===== config.mk =====
export PLATFORM = sky130hd
export DESIGN_NAME = dshot_frame_encoder
export DESIGN_NICKNAME = d
export VERILOG_FILES = /design/src/hw/rtl/dsf_pkg.sv /design/src/hw/rtl/dsf_mapper.sv /design/src/hw/rtl/dsf_emitter.sv /design/src/hw/rtl/dshot_frame_encoder.sv
export SDC_FILE = /design/constraint.sdc
export NUM_CORES = 1
export LEC_CHECK = 0
export BUFFER_PORTS_ARGS = -buffer_cell sky130_fd_sc_hd__buf_2
export CELL_PAD_IN_SITES_DETAIL_PLACEMENT = 1
export CELL_PAD_IN_SITES_GLOBAL_PLACEMENT = 1
export CORE_UTILIZATION = 48
export CTS_BUF_LIST = sky130_fd_sc_hd__clkbuf_4 sky130_fd_sc_hd__clkbuf_8
export DETAILED_ROUTE_END_ITERATION = 8
export PLACE_DENSITY = 0.82
export SLEW_MARGIN = 5
export SYNTH_ARGS = -nofsm -noshare
export SYNTH_HDL_FRONTEND = slang
export SYNTH_SLANG_ARGS = --single-unit

===== constraint.sdc =====
create_clock -name clock -period 6.9 [get_ports clock]
set_input_delay 1.38 -clock clock [delete_from_list [all_inputs] [get_ports clock]]
set_output_delay 1.38 -clock clock [all_outputs]
set_load 0.05 [all_outputs]

===== src/hw/rtl/dsf_pkg.sv =====
// Package for the DShot frame encoder: word types, config struct, constants.
// No dependencies.
package dsf_pkg;

   localparam int ThrW   = 11;
   localparam int PulseW = 16;
   localparam int FrameW = 16;
   localparam int SlotW  = 5;
   localparam int CsrIdxW = 3;

   localparam logic [ThrW-1:0]  THROTTLE_LIMIT = 11'd2000;
   localparam logic [ThrW:0]    VALUE_OFFSET   = 12'd47;
   localparam logic [ThrW-1:0]  VALUE_MAX      = 11'd2047;
   localparam logic [SlotW-1:0] FRAME_BITS     = 5'd16;
   localparam logic [SlotW-1:0] SLOT_LAST      = 5'd17;

   localparam logic ACT_SET  = 1'b0;
   localparam logic ACT_SEND = 1'b1;

   localparam logic KIND_STATUS = 1'b0;
   localparam logic KIND_PULSE  = 1'b1;

   localparam logic ST_OK     = 1'b0;
   localparam logic ST_REJECT = 1'b1;

   localparam logic [CsrIdxW-1:0] CSR_IDLE_FLOOR  = 3'd0;
   localparam logic [CsrIdxW-1:0] CSR_THR_CEILING = 3'd1;
   localparam logic [CsrIdxW-1:0] CSR_IDLE_SPIN   = 3'd2;
   localparam logic [CsrIdxW-1:0] CSR_TELEMETRY   = 3'd3;
   localparam logic [CsrIdxW-1:0] CSR_PULSE_HIGH  = 3'd4;
   localparam logic [CsrIdxW-1:0] CSR_PULSE_LOW   = 3'd5;

   typedef struct packed {
      logic            action;
      logic [ThrW-1:0] throttle;
      logic            armed;
   } req_type;

   typedef struct packed {
      logic              kind;
      logic              status;
      logic [PulseW-1:0] pulse_width;
      logic              last;
   } rsp_type;

   typedef struct packed {
      logic [ThrW-1:0]   idle_floor;
      logic [ThrW-1:0]   throttle_ceiling;
      logic              idle_spin_mode;
      logic              telemetry_request;
      logic [PulseW-1:0] pulse_high;
      logic [PulseW-1:0] pulse_low;
   } cfg_type;

   // Job handed from the mapper to the emitter.
   typedef struct packed {
      logic              is_frame;
      logic              status;
      logic [FrameW-1:0] frame;
   } job_type;

endpackage


===== src/hw/rtl/dsf_mapper.sv =====
// Throttle check and mapping, held value register and frame/checksum build.
// Depends on dsf_pkg.
module dsf_mapper
   import dsf_pkg::*;
(
   input  logic    clock,
   input  logic    reset,
   input  cfg_type cfg,
   input  req_type item,
   input  logic    advance,
   output job_type job
);

   logic [ThrW-1:0] held_ff, held_in;
   logic            thr_ok;
   logic [ThrW-1:0] lo_clamp, hi_clamp, val_sat, mapped;
   logic [ThrW:0]   val_sum;
   logic [ThrW:0]   pkt;
   logic [3:0]      csum;

   always_comb begin
      thr_ok   = item.throttle <= THROTTLE_LIMIT;
      lo_clamp = (item.throttle < cfg.idle_floor) ? cfg.idle_floor : item.throttle;
      hi_clamp = (lo_clamp > cfg.throttle_ceiling) ? cfg.throttle_ceiling : lo_clamp;
      val_sum  = {1'b0, hi_clamp} + VALUE_OFFSET;
      val_sat  = val_sum[ThrW] ? VALUE_MAX : val_sum[ThrW-1:0];
      if (!item.armed) begin
         mapped = '0;
      end else if (item.throttle == '0 && !cfg.idle_spin_mode) begin
         mapped = '0;
      end else begin
         mapped = val_sat;
      end

      held_in = held_ff;
      if (advance && item.action == ACT_SET && thr_ok) begin
         held_in = mapped;
      end

      pkt  = {held_ff, cfg.telemetry_request};
      csum = pkt[3:0] ^ pkt[7:4] ^ pkt[11:8];

      job.is_frame = item.action == ACT_SEND;
      job.status   = (item.action == ACT_SET && !thr_ok) ? ST_REJECT : ST_OK;
      job.frame    = {pkt, csum};
   end

   always_ff @(posedge clock) begin
      if (reset) begin
         held_ff <= '0;
      end else begin
         held_ff <= held_in;
      end
   end

endmodule


===== src/hw/rtl/dsf_emitter.sv =====
// Result sequencer: status word or 18 pulse-width slots, output register.
// Depends on dsf_pkg.
module dsf_emitter
   import dsf_pkg::*;
(
   input  logic    clock,
   input  logic    reset,
   input  cfg_type cfg,
   input  job_type job,
   input  logic    job_valid,
   output logic    can_load,
   output logic    rsp_valid,
   input  logic    rsp_stall,
   output rsp_type rsp_word
);

   logic              busy_ff, busy_in;
   logic              is_frame_ff, is_frame_in;
   logic              status_ff, status_in;
   logic [FrameW-1:0] frame_ff, frame_in;
   logic [SlotW-1:0]  slot_ff, slot_in;
   logic              rsp_valid_ff, rsp_valid_in;
   rsp_type           rsp_ff, rsp_in;
   logic              out_ok, emit, last_slot;
   rsp_type           word;

   always_comb begin
      out_ok    = !rsp_valid_ff || !rsp_stall;
      emit      = busy_ff && out_ok;
      last_slot = !is_frame_ff || slot_ff == SLOT_LAST;
      can_load  = !busy_ff || (emit && last_slot);

      if (is_frame_ff) begin
         word.kind        = KIND_PULSE;
         word.status      = ST_OK;
         word.pulse_width = (slot_ff < FRAME_BITS)
                            ? (frame_ff[FrameW-1] ? cfg.pulse_high : cfg.pulse_low)
                            : '0;
         word.last        = slot_ff == SLOT_LAST;
      end else begin
         word.kind        = KIND_STATUS;
         word.status      = status_ff;
         word.pulse_width = '0;
         word.last        = 1'b1;
      end

      busy_in      = busy_ff;
      is_frame_in  = is_frame_ff;
      status_in    = status_ff;
      frame_in     = frame_ff;
      slot_in      = slot_ff;
      rsp_in       = rsp_ff;
      rsp_valid_in = rsp_valid_ff && rsp_stall;

      if (emit) begin
         rsp_in       = word;
         rsp_valid_in = 1'b1;
         frame_in     = {frame_ff[FrameW-2:0], 1'b0};
         if (last_slot) begin
            busy_in = 1'b0;
         end else begin
            slot_in = slot_ff + 1'b1;
         end
      end
      if (job_valid && can_load) begin
         busy_in     = 1'b1;
         is_frame_in = job.is_frame;
         status_in   = job.status;
         frame_in    = job.frame;
         slot_in     = '0;
      end
   end

   always_ff @(posedge clock) begin
      if (reset) begin
         busy_ff      <= 1'b0;
         rsp_valid_ff <= 1'b0;
         slot_ff      <= '0;
      end else begin
         busy_ff      <= busy_in;
         rsp_valid_ff <= rsp_valid_in;
         slot_ff      <= slot_in;
      end
      is_frame_ff <= is_frame_in;
      status_ff   <= status_in;
      frame_ff    <= frame_in;
      rsp_ff      <= rsp_in;
   end

   assign rsp_valid = rsp_valid_ff;
   assign rsp_word  = rsp_ff;

`ifndef SYNTHESIS
   a_slot_range: assert property (@(posedge clock) disable iff (reset)
      slot_ff <= SLOT_LAST)
      else $error("slot counter past last slot");
   a_status_single: assert property (@(posedge clock) disable iff (reset)
      busy_ff && !is_frame_ff |-> slot_ff == '0)
      else $error("status job ran more than one slot");
   a_finish_last: assert property (@(posedge clock) disable iff (reset)
      busy_ff && emit && last_slot |=> rsp_valid_ff && rsp_ff.last)
      else $error("job finished without last word");
   a_no_load_busy: assert property (@(posedge clock) disable iff (reset)
      busy_ff && !emit |-> !can_load)
      else $error("load while job in progress");
`endif

endmodule


===== src/hw/rtl/dshot_frame_encoder.sv =====
// Top level of the DShot frame encoder: config registers, input register.
// Depends on dsf_pkg, dsf_mapper, dsf_emitter.
//
//  channel | direction | handshake            | word
//  req     | in        | req_valid/req_stall  | req_type
//  rsp     | out       | rsp_valid/rsp_stall  | rsp_type
//  csr     | in        | csr_valid/csr_ready  | csr_index, csr_wdata
//
// A set-throttle word gives one status word; a send word gives 18 pulse-width
// words, one per cycle unless stalled, set by the emitter's slot counter.
// An accepted word goes via the input register into the emitter's registers.
// Synchronous active-high reset; csr_ready is always high.
// rsp_stall holds the output register; the input register fills behind it.
module dshot_frame_encoder
   import dsf_pkg::*;
(
   input  logic               clock,
   input  logic               reset,
   input  logic               req_valid,
   output logic               req_stall,
   input  req_type            req_word,
   output logic               rsp_valid,
   input  logic               rsp_stall,
   output rsp_type            rsp_word,
   input  logic               csr_valid,
   output logic               csr_ready,
   input  logic [CsrIdxW-1:0] csr_index,
   input  logic [PulseW-1:0]  csr_wdata
);

   cfg_type cfg_ff, cfg_in;
   req_type item_ff, item_in;
   logic    item_valid_ff, item_valid_in;
   logic    can_load, advance;
   job_type job;

   always_comb begin
      cfg_in = cfg_ff;
      if (csr_valid) begin
         case (csr_index)
            CSR_IDLE_FLOOR:  cfg_in.idle_floor        = csr_wdata[ThrW-1:0];
            CSR_THR_CEILING: cfg_in.throttle_ceiling  = csr_wdata[ThrW-1:0];
            CSR_IDLE_SPIN:   cfg_in.idle_spin_mode    = csr_wdata[0];
            CSR_TELEMETRY:   cfg_in.telemetry_request = csr_wdata[0];
            CSR_PULSE_HIGH:  cfg_in.pulse_high        = csr_wdata;
            CSR_PULSE_LOW:   cfg_in.pulse_low         = csr_wdata;
            default:         cfg_in = cfg_ff;
         endcase
      end

      advance   = item_valid_ff && can_load;
      req_stall = item_valid_ff && !advance;

      item_in       = item_ff;
      item_valid_in = item_valid_ff && !advance;
      if (req_valid && !req_stall) begin
         item_in       = req_word;
         item_valid_in = 1'b1;
      end
   end

   always_ff @(posedge clock) begin
      if (reset) begin
         cfg_ff.idle_floor        <= 11'd50;
         cfg_ff.throttle_ceiling  <= 11'd2000;
         cfg_ff.idle_spin_mode    <= 1'b0;
         cfg_ff.telemetry_request <= 1'b0;
         cfg_ff.pulse_high        <= 16'd150;
         cfg_ff.pulse_low         <= 16'd75;
         item_valid_ff            <= 1'b0;
      end else begin
         cfg_ff        <= cfg_in;
         item_valid_ff <= item_valid_in;
      end
      item_ff <= item_in;
   end

   assign csr_ready = 1'b1;

   dsf_mapper u_mapper (
      .clock   (clock),
      .reset   (reset),
      .cfg     (cfg_ff),
      .item    (item_ff),
      .advance (advance),
      .job     (job)
   );

   dsf_emitter u_emitter (
      .clock     (clock),
      .reset     (reset),
      .cfg       (cfg_ff),
      .job       (job),
      .job_valid (item_valid_ff),
      .can_load  (can_load),
      .rsp_valid (rsp_valid),
      .rsp_stall (rsp_stall),
      .rsp_word  (rsp_word)
   );

`ifndef SYNTHESIS
   a_stall_only_full: assert property (@(posedge clock) disable iff (reset)
      !item_valid_ff |-> !req_stall)
      else $error("stall with empty input register");
   a_item_held: assert property (@(posedge clock) disable iff (reset)
      item_valid_ff && !advance |=> item_valid_ff && $stable(item_ff))
      else $error("pending item lost");
   a_advance_loads: assert property (@(posedge clock) disable iff (reset)
      advance |-> can_load && item_valid_ff)
      else $error("advance without room");
`endif

endmodule


## Word-level counts from Yosys, hierarchy flattened

Index checks and enable logic that the tools add are counted.

- Bits in registers: 125
- Bits of input ports: 37
- Word-level logic and storage cells: 88

- Add/subtract/negate cells: 2
- $lt $le $gt $ge: 4
- Equal/unequal tests: 6
- Muxes and demuxes: 16
- Bitwise gates (word level): 4
- Reductions and logical operators: 35

Operators by type and width:

| kind | count |
|---|---|
| 16-bit two-way mux | 4 |
| 11-bit two-way mux | 5 |
| 19-bit two-way mux | 1 |
| 2-bit AND reduction | 9 |
| 11-bit by 6-bit adder with 12-bit output, second input constant | 1 |
| 11-bit greater-than comparator | 1 |
| 11-bit <= comparator, second input constant | 1 |
| 11-bit zero test | 1 |
| 11-bit less-than comparator | 1 |
| 1-bit logical AND | 10 |
| 1-bit zero test | 8 |
| 4-bit bitwise XOR | 2 |
| 3-bit by 2-bit equality test with 1-bit output, second input constant | 2 |
| 3-bit equality test, second input constant | 2 |
| 1-bit two-way mux | 6 |
| 5-bit by 1-bit adder with 5-bit output, second input constant | 1 |
| 5-bit equality test, second input constant | 1 |
| 5-bit less-than comparator, second input constant | 1 |
| 2-bit nonzero test | 2 |
| 3-bit by 1-bit equality test with 1-bit output, second input constant | 1 |
| 3-bit zero test | 1 |
| 1-bit logical OR | 3 |
| 1-bit inverter | 2 |
| 2-bit OR reduction | 1 |

## Logic depth before layout (Yosys ltp)

Gate-level depths: netlist of the first run.

- Depth in word-level cells: 11
- Depth in mapped cells: 25
- Gate-level depth less buffers: 23

## Modules after synthesis

A second synthesis of the first run with hierarchy kept.

- Cell total of the unflattened synthesis: 584
- Area total of the unflattened synthesis: 6427.4 sq um

By module, submodules not included:

| module | times used | cells an instance | area each (sq um) | seq. area each (sq um) |
|---|---|---|---|---|
| dshot_frame_encoder | 1 | 239 | 2748.9 | 1531.5 |
| dsf_emitter | 1 | 131 | 1983.2 | 1251.2 |
| dsf_mapper | 1 | 214 | 1695.4 | 220.2 |

## Worst setup path before layout of the first run

No wires, ideal clock.

- Path type: reg2reg
- Start: register item_ff[10] in the netlist's numbering
- End: register u_mapper.held_ff[8]
- Library setup time: 0.122 ns
- Arrival: 4.828 ns
- Required time: 6.778 ns
- Path slack: 1.950 ns
- Cell stages (with the launch flop): 24
- Clock period less this slack: 4.950 ns
- Cell sequence: edfxtp_1 -> ha_1 -> a21oi_1 -> nand2_1 -> a211oi_2 -> o21a_1 -> buf_6 -> buf_4 -> mux2_2 -> ha_1 -> nand3_1 -> or3_1 -> nand2b_1 -> o211ai_2 -> o21ai_2 -> buf_4 -> buf_2 -> mux2i_1 -> ha_1 -> and4_1 -> o31ai_4 -> a21oi_2 -> xnor2_1 -> a221o_1

- Longest elaborated chain between the ends: 8
- Elaborated cells between the ends (all ways): 12

Ends and longest elaborated chain:

| what | RTL line | text |
|---|---|---|
| from (decl) | dshot_frame_encoder.sv:32 | `req_type item_ff, item_in;` |
| from (signal assigned) | dshot_frame_encoder.sv:75 | `item_ff <= item_in;` |
| 11-bit less-than comparator | dsf_mapper.sv:23 | `lo_clamp = (item.throttle < cfg.idle_floor) ? cfg.idle_floor : item.throttle;` |
| 11-bit two-way mux | dsf_mapper.sv:23 |  |
| 11-bit greater-than comparator | dsf_mapper.sv:24 | `hi_clamp = (lo_clamp > cfg.throttle_ceiling) ? cfg.throttle_ceiling : lo_clamp;` |
| 11-bit two-way mux | dsf_mapper.sv:24 |  |
| 11-bit by 6-bit adder with 12-bit output | dsf_mapper.sv:25 | `val_sum = {1'b0, hi_clamp} + VALUE_OFFSET;` |
| 11-bit two-way mux | dsf_mapper.sv:26 | `val_sat = val_sum[ThrW] ? VALUE_MAX : val_sum[ThrW-1:0];` |
| 11-bit two-way mux | dsf_mapper.sv:29 | `end else if (item.throttle == '0 && !cfg.idle_spin_mode) begin` |
| 11-bit two-way mux | dsf_mapper.sv:27 | `if (!item.armed) begin` |
| to (signal assigned) | dsf_mapper.sv:52 | `held_ff <= held_in;` |
| to (decl) | dsf_mapper.sv:14 | `logic [ThrW-1:0] held_ff, held_in;` |

Parallel ways exist; a longest one is shown, timed or not.
A chain may end at the register's enable or synchronous reset.

## Worst setup path after layout of the first run

Ends and elaborated chain as after synthesis.

==> flow_summary.yaml, run 1 <==
global_routing:
  grt_pass1_wl_mm: 24.9
  track_usage_pct: 25.8
  grt_overflow: 0
  antenna_found_initial: 0
  grt_pass1_vias: 4847
  grt_max_degree: 47
synth:
  async_flop_share_pct: 0
  postSynthAreaPerCell_um2: 9.71
  synth-simple-area-share_pct: 16.9
  synth_edf_count: 50
  synth_top_family_by_area: "simple AND/OR/NAND/NOR gates"
  syn-instance-count: 619
  synth_flop_cell: "dfxtp_1"
  synth.distinct_cells: 55
  netlist_area_um2: 6010
  synth_nets: 680
  synthAdderAreaFrac_pct: 5.00
  synthXorXnorAreaFrac_pct: 3.21
  yosysWarnings: 0
  ys_ff_latch: 125
  ys_seq_area_share_pct: 50.0
  muxShareOfSynthArea_pct: 9.79
  synth-compound-area-share_pct: 11.2
detailed_routing:
  dr.pass1.iters: 4
  drt_wl_total_mm: 15.5
  drtIter0Drc: 252
  wl_per_cell_um: 18.2
  dr_total_vias: 4672
  via_per_inst: 5.50
  drc: 0
  drtAntennaViolNets: 0
timing:
  period_needed_ns: 5.64
  hold_viol_final: 0
  finalSetupTns_ns: 0
  drv_slew: 0
  fin_crit_sh_pct: 81.7
  rsz0062_at_grt: "no"
  max_freq_mhz: 177
  slew_headroom_pct: 35.4
  skew_ns: 0.0109
  setup_ws_ns: 1.26
  tightest_slew_ns: 0.969
  setup_viol: 0
setup_path:
  worst-path-max-fanout: 22
  cp-end-kind: "flop"
  cp.required_ns: 7.24
  rr_startpoint: "item_ff[10]$_DFFE_PP_"
  path_class: "flop to flop"
  r2r_setup_slack_ns: 1.26
  r2r_cells: 20
  cp-start-kind: "flop"
  arrival_ns: 5.98
  rr_endpoint: "u_mapper.held_ff[8]$_SDFFE_PP0P_"
layout:
  drive_gt1_share_pct: 18.9
  final_cells: 849
  seqCellArea_um2: 3000
  area_growth_pct: 13.0
  antenna_cells: 0
  nets: 729
  multi_input_area_um2: 2770
  fillCellCount: 1398
  fin_util_pct: 56.0
min_path:
  min_from: "cfg_ff[9]$_SDFFE_PP0P_"
  min_path_type: "flop to flop"
  min_delay_worst_endpoint: "cfg_ff[9]$_SDFFE_PP0P_"
  min_path_cells: 2
clocking:
  cts_buffers: 17
  cts_tree: "done"
  cts_hold_buf: 0
  insertion_delay_ns: 0.46
  cts_buffer_depth: 2
  htree_levels: 4
  cts_setup_buffers: 0
  cts_resized: 0
  cts-root-buf: "clkbuf_8"
  clk_pin_slew_ns: 0.07
  clock_sinks: 125
floorplanning:
  die_h_um: 114
  core_area_um2: 12100
  initial_core_util_pct: 49.6
  die_w_um: 114
  die_area_um2: 13000
  placementRows: 40
  io_pins: 59
place:
  placed_cells: 817
  pre_cts_ws_ns: 1.29
  gp_congestion: 0.891
  dp_hpwl_mm: 11.4
  port_buffers: 57
power:
  vdd_ir_drop_max_v: 0.000146
  pwr_density_cell_nw_per_um2: 247
  power_leakage_nw: 2.78
run_status:
  outcome: "complete, no violations"
job:
  maxCapViolCount: 0
[Yosys cell counts, types with 2 or more instances]
| library cell | instances | area, um2 |
|---|---|---|
| or3_1 | 5 | 31.3 |
| and3_1 | 2 | 12.5 |
| a21o_1 | 6 | 45.0 |
| nor2_1 | 43 | 161 |
| ha_1 | 24 | 300 |
| edfxtp_1 | 50 | 1500 |
| a221o_1 | 3 | 30.0 |
| nor2b_1 | 5 | 31.3 |
| xnor2_1 | 15 | 131 |
| mux2_2 | 21 | 236 |
| inv_1 | 28 | 105 |
| o21ai_0 | 12 | 60.1 |
| a21oi_1 | 49 | 245 |
| a211oi_2 | 2 | 25.0 |
| mux2i_1 | 28 | 280 |
| dfxtp_1 | 75 | 1500 |
| and2_1 | 3 | 18.8 |
| buf_4 | 3 | 22.5 |
| nor3_1 | 3 | 15.0 |
| xor2_1 | 7 | 61.3 |
| nand4_1 | 4 | 25.0 |
| clkbuf_1 | 25 | 93.8 |
| a211oi_1 | 4 | 30.0 |
| nand2b_1 | 4 | 25.0 |
| a211o_1 | 3 | 26.3 |
| o211ai_1 | 9 | 67.6 |
| or2_2 | 3 | 18.8 |
| nand3_1 | 20 | 100 |
| mux2i_2 | 3 | 41.3 |
| o21ai_1 | 2 | 10.0 |
| o211ai_2 | 2 | 25.0 |
| mux2_4 | 2 | 30.0 |
| nand2_1 | 130 | 488 |
| nor4_1 | 3 | 18.8 |
[sequential cells by signal, summed over array words and instances (netlist names), 5 cells and up]
signal and flops:
u_emitter.frame_ff 16, u_emitter.rsp_word 19, item_ff 13, cfg_ff 56
u_emitter.slot_ff 5, u_mapper.held_ff 11
[cell families after synthesis]
family,after synthesis
buf+inv,58
fa+ha+maj,24
xor+xnor,22
compound gates,103
flops,125
other cells,1
mux,54
simple gates,232
[final cells by class]
| type | count | share of cell area [%] |
|---|---|---|
| multi-input cells | 436 | 40.8 |
| clock buffers | 22 | 4.00 |
| clock inverters | 10 | 1.79 |
| flip-flops and latches | 125 | 44.2 |
| repair buffers | 60 | 4.53 |
| well taps | 168 | 3.10 |
| inverters | 28 | 1.55 |
[metal layers]
metal,routed length (um),track usage [%]
met3,581,6.11
met1,7090,32.4
met5,0,0
met2,7440,43.3
met4,363,9.61
[critical path: stages, from the launching register on]
cell	delay, ns
edfxtp_1	0.44
ha_1	0.34
a21oi_1	0.18
nand2_1	0.09
a211oi_2	0.25
o21a_1	0.74
mux2_2	0.46
ha_1	0.31
nand3_1	0.12
or3_1	0.40
nand2b_1	0.17
o211ai_2	0.09
o21ai_2	0.08
buf_4	0.22
o21ai_0	0.26
ha_1	0.29
nor4b_2	0.36
o31ai_4	0.12
a21oi_2	0.19
xnor2_1	0.08
a221o_1	0.35
[worst max-delay path by stage]
stage / startpoint / end / slack, ns / depth (start not counted)
6_report: item_ff[10]$_DFFE_PP_ / u_mapper.held_ff[8]$_SDFFE_PP0P_ / 1.26 / 20
5_1_grt: item_ff[10]$_DFFE_PP_ / u_mapper.held_ff[8]$_SDFFE_PP0P_ / 0.86 / 22
4_1_cts: item_ff[10]$_DFFE_PP_ / u_mapper.held_ff[8]$_SDFFE_PP0P_ / 1.25 / 22
3_5_place_dp: item_ff[10]$_DFFE_PP_ / u_mapper.held_ff[8]$_SDFFE_PP0P_ / 1.29 / 22
3_3_place_gp: item_ff[10]$_DFFE_PP_ / u_mapper.held_ff[8]$_SDFFE_PP0P_ / 1.57 / 20
2_1_floorplan: item_ff[10]$_DFFE_PP_ / u_mapper.held_ff[8]$_SDFFE_PP0P_ / 1.95 / 23
[placed cells by master (no fill, tap or decap), types with 4 or more instances in the layout]
cell type,synthesis,layout
o21ai_0,12,12
xnor2_1,15,15
xor2_1,7,7
edfxtp_1,50,50
clkbuf_8,0,17
o211ai_1,9,9
a21oi_1,49,49
clkbuf_4,0,5
buf_2,1,57
nand4_1,4,4
a21o_1,6,6
nand2_1,130,130
nand3_1,20,20
or3_1,5,5
inv_1,28,28
a211oi_1,4,4
dfxtp_1,75,75
nand2b_1,4,4
clkinv_2,0,4
nor2_1,43,43
ha_1,24,24
mux2i_1,28,28
nor2b_1,5,5
mux2_2,21,21
[stage by stage]
| stage | power, mW | area, um2 | hold WS, ns |
|---|---|---|---|
| CTS | 1.69 | 6790 | 0.458 |
| floorplan | 0.979 | 6010 | 0.436 |
| finish | 1.68 | 6790 | 0.458 |
| global placement | 1.03 | 6390 | 0.440 |
| global route | 1.74 | 6790 | 0.477 |
| detailed placement | 1.04 | 6390 | 0.448 |
[report_power, final]
group          switching, mW  leakage [nW]  total, mW  internal, mW
Sequential            0.0228          1.08      0.825         0.802
Clock                  0.282         0.208      0.652         0.370
Combinational          0.124          1.49      0.200        0.0759
No activity file was read; power rests on OpenSTA's default activity.
==> run 2, diff against run 1 <==
--- a/config.mk
+++ b/config.mk
@@ -8,10 +8,10 @@
 export BUFFER_PORTS_ARGS = -buffer_cell sky130_fd_sc_hd__buf_2
 export CELL_PAD_IN_SITES_DETAIL_PLACEMENT = 1
 export CELL_PAD_IN_SITES_GLOBAL_PLACEMENT = 1
-export CORE_UTILIZATION = 48
+export CORE_UTILIZATION = 43
 export CTS_BUF_LIST = sky130_fd_sc_hd__clkbuf_4 sky130_fd_sc_hd__clkbuf_8
 export DETAILED_ROUTE_END_ITERATION = 8
-export PLACE_DENSITY = 0.82
+export PLACE_DENSITY = 0.77
 export SLEW_MARGIN = 5
 export SYNTH_ARGS = -nofsm -noshare
 export SYNTH_HDL_FRONTEND = slang
==> constraint.sdc (replaced) <==
create_clock -name clock -period 4.74 [get_ports clock]
set_input_delay 0.948 -clock clock [delete_from_list [all_inputs] [get_ports clock]]
set_output_delay 0.948 -clock clock [all_outputs]
set_load 0.05 [all_outputs]
==> flow_summary.yaml, run 2 (synthesized netlist as in run 1, its figures left out) <==
setup_path:
  critical_path_depth: 20
  rr_endpoint: "u_mapper.held_ff[6]$_SDFFE_PP0P_"
  critPathTopFamily: "compound AO/OA/AOI/OAI gates"
  r2r_setup_slack_ns: 0.02
  path_cells: "ha_4 > a21oi_2 > nand2_1 > a211oi_2 > o21a_2 > buf_12 > mux2_4 > ha_4 > nand3_4 > or3_4 > nand2b_4 > o211ai_4 > o21ai_4 > mux2i_1 > ha_2 > and4_4 > o31ai_4 > xnor2_1 > a211oi_2 > a211o_1"
  path_class: "flop to flop"
  crit_buf_inv: 1
  arrival_ns: 5.07
  cp-start-kind: "flop"
  worst-path-max-fanout: 8
  critPathSlowestCell: "edfxtp_1"
  cp-end-kind: "flop"
  r2r_cells: 20
  critical-path-max-stage-delay_ns: 0.46
  rr_startpoint: "item_ff[10]$_DFFE_PP_"
  cp.required_ns: 5.09
place:
  placed_cells: 838
  dp_hpwl_mm: 11.6
  dpl_cell_area_um2: 6550
  pre_cts_ws_ns: -0.107
  port_buffers: 57
  gp_congestion: 0.921
clocking:
  insertion_delay_ns: 0.46
  clk_pin_slew_ns: 0.08
  cts_buffers: 17
  cts-root-buf: "clkbuf_8"
  htree_levels: 4
  cts_hold_buf: 0
  cts_buffer_depth: 2
  cts_tree: "done"
  clock_sinks: 125
global_routing:
  grt_max_degree: 47
  grt_pass1_wl_mm: 25.5
  grt_overflow: 0
  track_usage_pct: 23.4
  grt_pass1_vias: 4931
  antenna_found_initial: 0
power:
  power_leakage_nw: 2.99
  clkPwrFrac_pct: 37.7
  pwr-share-seq_pct: 47.7
  netSwitchingPower_mw: 0.665
  internal_power_mw: 1.85
  sw_frac_of_total_pct: 26.4
  vdd_ir_drop_max_v: 0.000306
  p_comb_share_pct: 14.6
  pwr_density_cell_nw_per_um2: 344
detailed_routing:
  dr_total_vias: 4814
  wl_per_cell_um: 19.5
  drtIter0Drc: 208
  drtAntennaViolNets: 0
  drc: 0
  drt_wl_total_mm: 17.3
  via_per_inst: 5.42
  dr.pass1.iters: 4
layout:
  top_register: "cfg_ff"
  largest_register_ffs: 56
  nets: 760
  drive_gt1_share_pct: 26.8
  final_cell_area_um2: 7300
  layout_commonest_cell: "nand2_1"
  final_cells: 888
  final_cell_mix: "129 x nand2_1, 71 x dfxtp_1, 57 x buf_2"
  antenna_cells: 0
  multi_input_area_um2: 3000
  seqCellArea_um2: 3010
  fillCellCount: 1553
  area_growth_pct: 21.5
job:
  maxCapViolCount: 0
timing:
  fin_crit_sh_pct: 99.6
  drv_slew: 0
  period_needed_ns: 4.72
  slew_headroom_pct: 21.0
  setup_viol: 0
  max_freq_mhz: 212
  setup_ws_ns: 0.0213
  skew_ns: 0.0141
  hold_viol_final: 0
  tightest_slew_ns: 1.18
min_path:
  min_path_type: "flop to flop"
  min_delay_worst_endpoint: "cfg_ff[31]$_SDFFE_PP0P_"
  min_path_cells: 2
  min_from: "cfg_ff[31]$_SDFFE_PP0P_"
floorplanning:
  initial_core_util_pct: 44.7
  core_area_um2: 13500
  die_area_um2: 14500
  io_pins: 59
  die_h_um: 120
  die_w_um: 120
  placementRows: 42
run_status:
  outcome: "complete, no violations"
[run 2: changes by cell type in the layout (fill, tap and decap cells not counted), sizes merged]
cell	before	now
buf	60	90
bufinv	3	2
clkinv	7	4
clkbuf	22	26
inv	28	29
[run 2: what timing repair did]
item | CTS | global route
pin swaps | 2 | 16
setup buffers | 3 | 14
gates resized for setup | 4 | 31
cloned | 0 | 1
endpoints found under the setup margin | 4 | 4
[run 2: tightest hold or removal path: cells and delay by family (launching register included)]
kind             cells  cell delay [ns]
AND/OR/NAND/NOR      1             0.05
flip-flops           1             0.31
AO/OA/AOI/OAI        1             0.05
[run 2: final cells by class]
class,count,area share (%)
clock buffers,25,4.20
flip-flops and latches,125,41.2
multi-input cells,436,41.1
clock inverters,7,1.22
well taps,176,3.02
repair buffers,91,7.81
inverters,28,1.44
[run 2: stage by stage]
stage | hold slack (ns) | util (%) | TNS [ns] | total power [mW]
floorplan | 0.436 | - | 0 | 1.43
global route | 0.485 | 54.3 | -0.535 | 2.60
global placement | 0.441 | 48.7 | 0 | 1.52
CTS | 0.458 | 51.9 | 0 | 2.47
finish | 0.458 | 54.3 | 0 | 2.51
detailed placement | 0.448 | 48.7 | -0.215 | 1.53
[run 2: power by group through the flow]
stage / combinational (mW) / clock [mW] / sequential [mW]
5_1_grt: 0.395 / 1.00 / 1.20
3_3_place_gp: 0.298 / 0 / 1.22
2_1_floorplan: 0.195 / 0 / 1.24
6_report: 0.367 / 0.947 / 1.20
4_1_cts: 0.317 / 0.951 / 1.20
3_5_place_dp: 0.310 / 0 / 1.22
[run 2: worst max path at each step]
| stage | from | end | slack, ns |
|---|---|---|---|
| floorplan | item_ff[10]$_DFFE_PP_ | u_mapper.held_ff[8]$_SDFFE_PP0P_ | 0.02 |
| global placement | cfg_ff[51]$_SDFFE_PP0P_ | u_mapper.held_ff[8]$_SDFFE_PP0P_ | 0.12 |
| detailed placement | cfg_ff[47]$_SDFFE_PP0P_ | u_mapper.held_ff[8]$_SDFFE_PP0P_ | -0.11 |
| CTS | cfg_ff[51]$_SDFFE_PP0P_ | u_mapper.held_ff[8]$_SDFFE_PP0P_ | 0.01 |
| global route | item_ff[10]$_DFFE_PP_ | u_mapper.held_ff[8]$_SDFFE_PP0P_ | -0.19 |
| finish | item_ff[10]$_DFFE_PP_ | u_mapper.held_ff[6]$_SDFFE_PP0P_ | 0.02 |
[run 2: routing by layer]
metal	wire length (um)	vias to the layer above	global-route usage, %
li1	-	2301	-
met1	7590	2357	30.3
met2	8540	115	38.6
met3	661	41	4.81
met4	545	0	8.87
met5	0	-	0
==> run 3, diff against run 2 <==
--- a/config.mk
+++ b/config.mk
@@ -7,8 +7,8 @@
 export LEC_CHECK = 0
 export BUFFER_PORTS_ARGS = -buffer_cell sky130_fd_sc_hd__buf_2
 export CELL_PAD_IN_SITES_DETAIL_PLACEMENT = 1
-export CELL_PAD_IN_SITES_GLOBAL_PLACEMENT = 1
-export CORE_UTILIZATION = 43
+export CELL_PAD_IN_SITES_GLOBAL_PLACEMENT = 2
+export CORE_UTILIZATION = 35
 export CTS_BUF_LIST = sky130_fd_sc_hd__clkbuf_4 sky130_fd_sc_hd__clkbuf_8
 export DETAILED_ROUTE_END_ITERATION = 8
 export PLACE_DENSITY = 0.77
==> flow_summary.yaml, run 3 (synthesized netlist as in run 1, its figures left out) <==
power:
  vdd_ir_drop_max_v: 0.000199
  internal_power_mw: 1.72
  netSwitchingPower_mw: 0.706
  pwr_density_cell_nw_per_um2: 329
  pwr-share-seq_pct: 49.4
  sw_frac_of_total_pct: 29.1
  clkPwrFrac_pct: 35.8
  p_comb_share_pct: 14.9
  power_leakage_nw: 2.96
timing:
  period_needed_ns: 4.64
  setup_ws_ns: 0.0981
  hold_viol_final: 0
  slew_headroom_pct: 16.1
  rsz0062_at_grt: "yes"
  drv_slew: 0
  tightest_slew_ns: 1.25
  fin_crit_sh_pct: 97.9
  max_freq_mhz: 215
  setup_viol: 0
  skew_ns: 0.00905
  whs_ns: 0.456
global_routing:
  antenna_found_initial: 0
  grt_max_degree: 47
  track_usage_pct: 19.5
  grt_pass1_wl_mm: 26.0
  use_met3_pct: 4.44
  use_met2_pct: 31.9
  grt_util_met1_pct: 24.5
  grt_overflow: 0
  grt_pass1_vias: 4924
  grt_busiest_layer: "met2"
layout:
  fillCellCount: 1902
  nets: 761
  area_growth_pct: 22.6
  antenna_cells: 0
  final_cell_mix: "130 x nand2_1, 70 x dfxtp_1, 57 x buf_2"
  drive_gt1_share_pct: 27.8
  layout_commonest_cell: "nand2_1"
  largest_register_ffs: 56
  final_cells: 933
  final_cell_area_um2: 7370
  top_register: "cfg_ff"
setup_path:
  critical-path-max-stage-delay_ns: 0.43
  cp-end-kind: "flop"
  path_class: "flop to flop"
  critPathSlowestCell: "edfxtp_1"
  critPathTopFamily: "compound AO/OA/AOI/OAI gates"
  worst-path-max-fanout: 6
  cp-start-kind: "flop"
  path_cells: "ha_4 > a21oi_2 > nand2_1 > a211oi_2 > o21a_2 > buf_12 > mux2_4 > ha_4 > nand3_2 > or3_4 > nand2b_4 > o211ai_4 > o21ai_4 > mux2i_1 > ha_2 > nand3_1 > a21oi_2 > buf_4 > xnor2_1 > nor2_1 > a211oi_2 > a211o_1"
  crit_buf_inv: 2
  cp.required_ns: 5.09
  arrival_ns: 4.99
clocking:
  htree_levels: 4
  cts_tree: "done"
  cts_buffer_depth: 2
  clk_pin_slew_ns: 0.07
  clock_sinks: 125
  insertion_delay_ns: 0.46
  cts_buffers: 17
  cts-root-buf: "clkbuf_8"
detailed_routing:
  drtIter0Drc: 187
  dr.pass1.iters: 6
  drtAntennaViolNets: 0
  drc: 0
  drt_wl_total_mm: 16.5
  via_per_inst: 5.02
  dr_total_vias: 4680
  wl_per_cell_um: 17.7
min_path:
  min_path_type: "flop to flop"
floorplanning:
  die_w_um: 133
  core_area_um2: 16700
  die_h_um: 133
  io_pins: 59
  die_area_um2: 17700
  initial_core_util_pct: 36.0
  placementRows: 47
place:
  placed_cells: 884
  dp_hpwl_mm: 12.0
  dpl_cell_area_um2: 6630
  port_buffers: 57
  pre_cts_ws_ns: -0.112
  gp_congestion: 0.897
job:
  maxCapViolCount: 0
run_status:
  outcome: "complete, no violations"
run 3: per-stage QoR:
step           util (%)  TNS [ns]  power, mW
3_3_place_gp       39.7         0       1.52
5_1_grt            44.1    -0.357       2.53
3_5_place_dp       39.7    -0.262       1.54
6_report           44.1         0       2.42
4_1_cts            42.5         0       2.41
2_1_floorplan         -         0       1.43
run 3: repair_timing:
item,4_1_cts,5_1_grt
gates resized for setup,9,32
setup endpoints to repair,4,5
pin swaps,5,14
setup buffers,7,9
cloned,1,0
hold buffers,0,0
run 3: final cells by class:
class | instances | area (um2) | area share, %
Inverter | 28 | 105 | 1.43
Timing Repair Buffer | 92 | 578 | 7.85
Clock buffer | 19 | 262 | 3.55
Clock inverter | 13 | 105 | 1.43
Tap cell | 220 | 275 | 3.74
Sequential cell | 125 | 3010 | 40.8
Multi-Input combinational cell | 436 | 3030 | 41.2
run 3: path summary, 6_finish.rpt:
path,start,end,slack [ns],cells past startpoint
worst min-delay path,cfg_ff[24]$_SDFFE_PP0P_,cfg_ff[24]$_SDFFE_PP0P_,0.46,2
worst max register to register,item_ff[10]$_DFFE_PP_,u_mapper.held_ff[6]$_SDFFE_PP0P_,0.1,22
worst min register to register,cfg_ff[24]$_SDFFE_PP0P_,cfg_ff[24]$_SDFFE_PP0P_,0.46,2
worst max-delay path,item_ff[10]$_DFFE_PP_,u_mapper.held_ff[6]$_SDFFE_PP0P_,0.1,22
run 3: worst min-delay path: stages, from the launching register on:
cell and delay [ns]:
dfxtp_1 0.31, nand2_1 0.05, a21oi_1 0.05
run 3: layer usage:
| layer | part of all wire, % | vias to the layer above |
|---|---|---|
| met3 | 3.5 | 28 |
| met1 | 45 | 2259 |
| met4 | 2.8 | 0 |
| met5 | 0 | - |
| li1 | - | 2303 |
| met2 | 49 | 90 |
run 3: power groups by stage:
stage	sequential [mW]	clock (mW)	combinational (mW)
3_5_place_dp	1.22	0	0.313
2_1_floorplan	1.24	0	0.195
4_1_cts	1.20	0.884	0.328
6_report	1.20	0.867	0.360
3_3_place_gp	1.22	0	0.304
5_1_grt	1.20	0.934	0.392
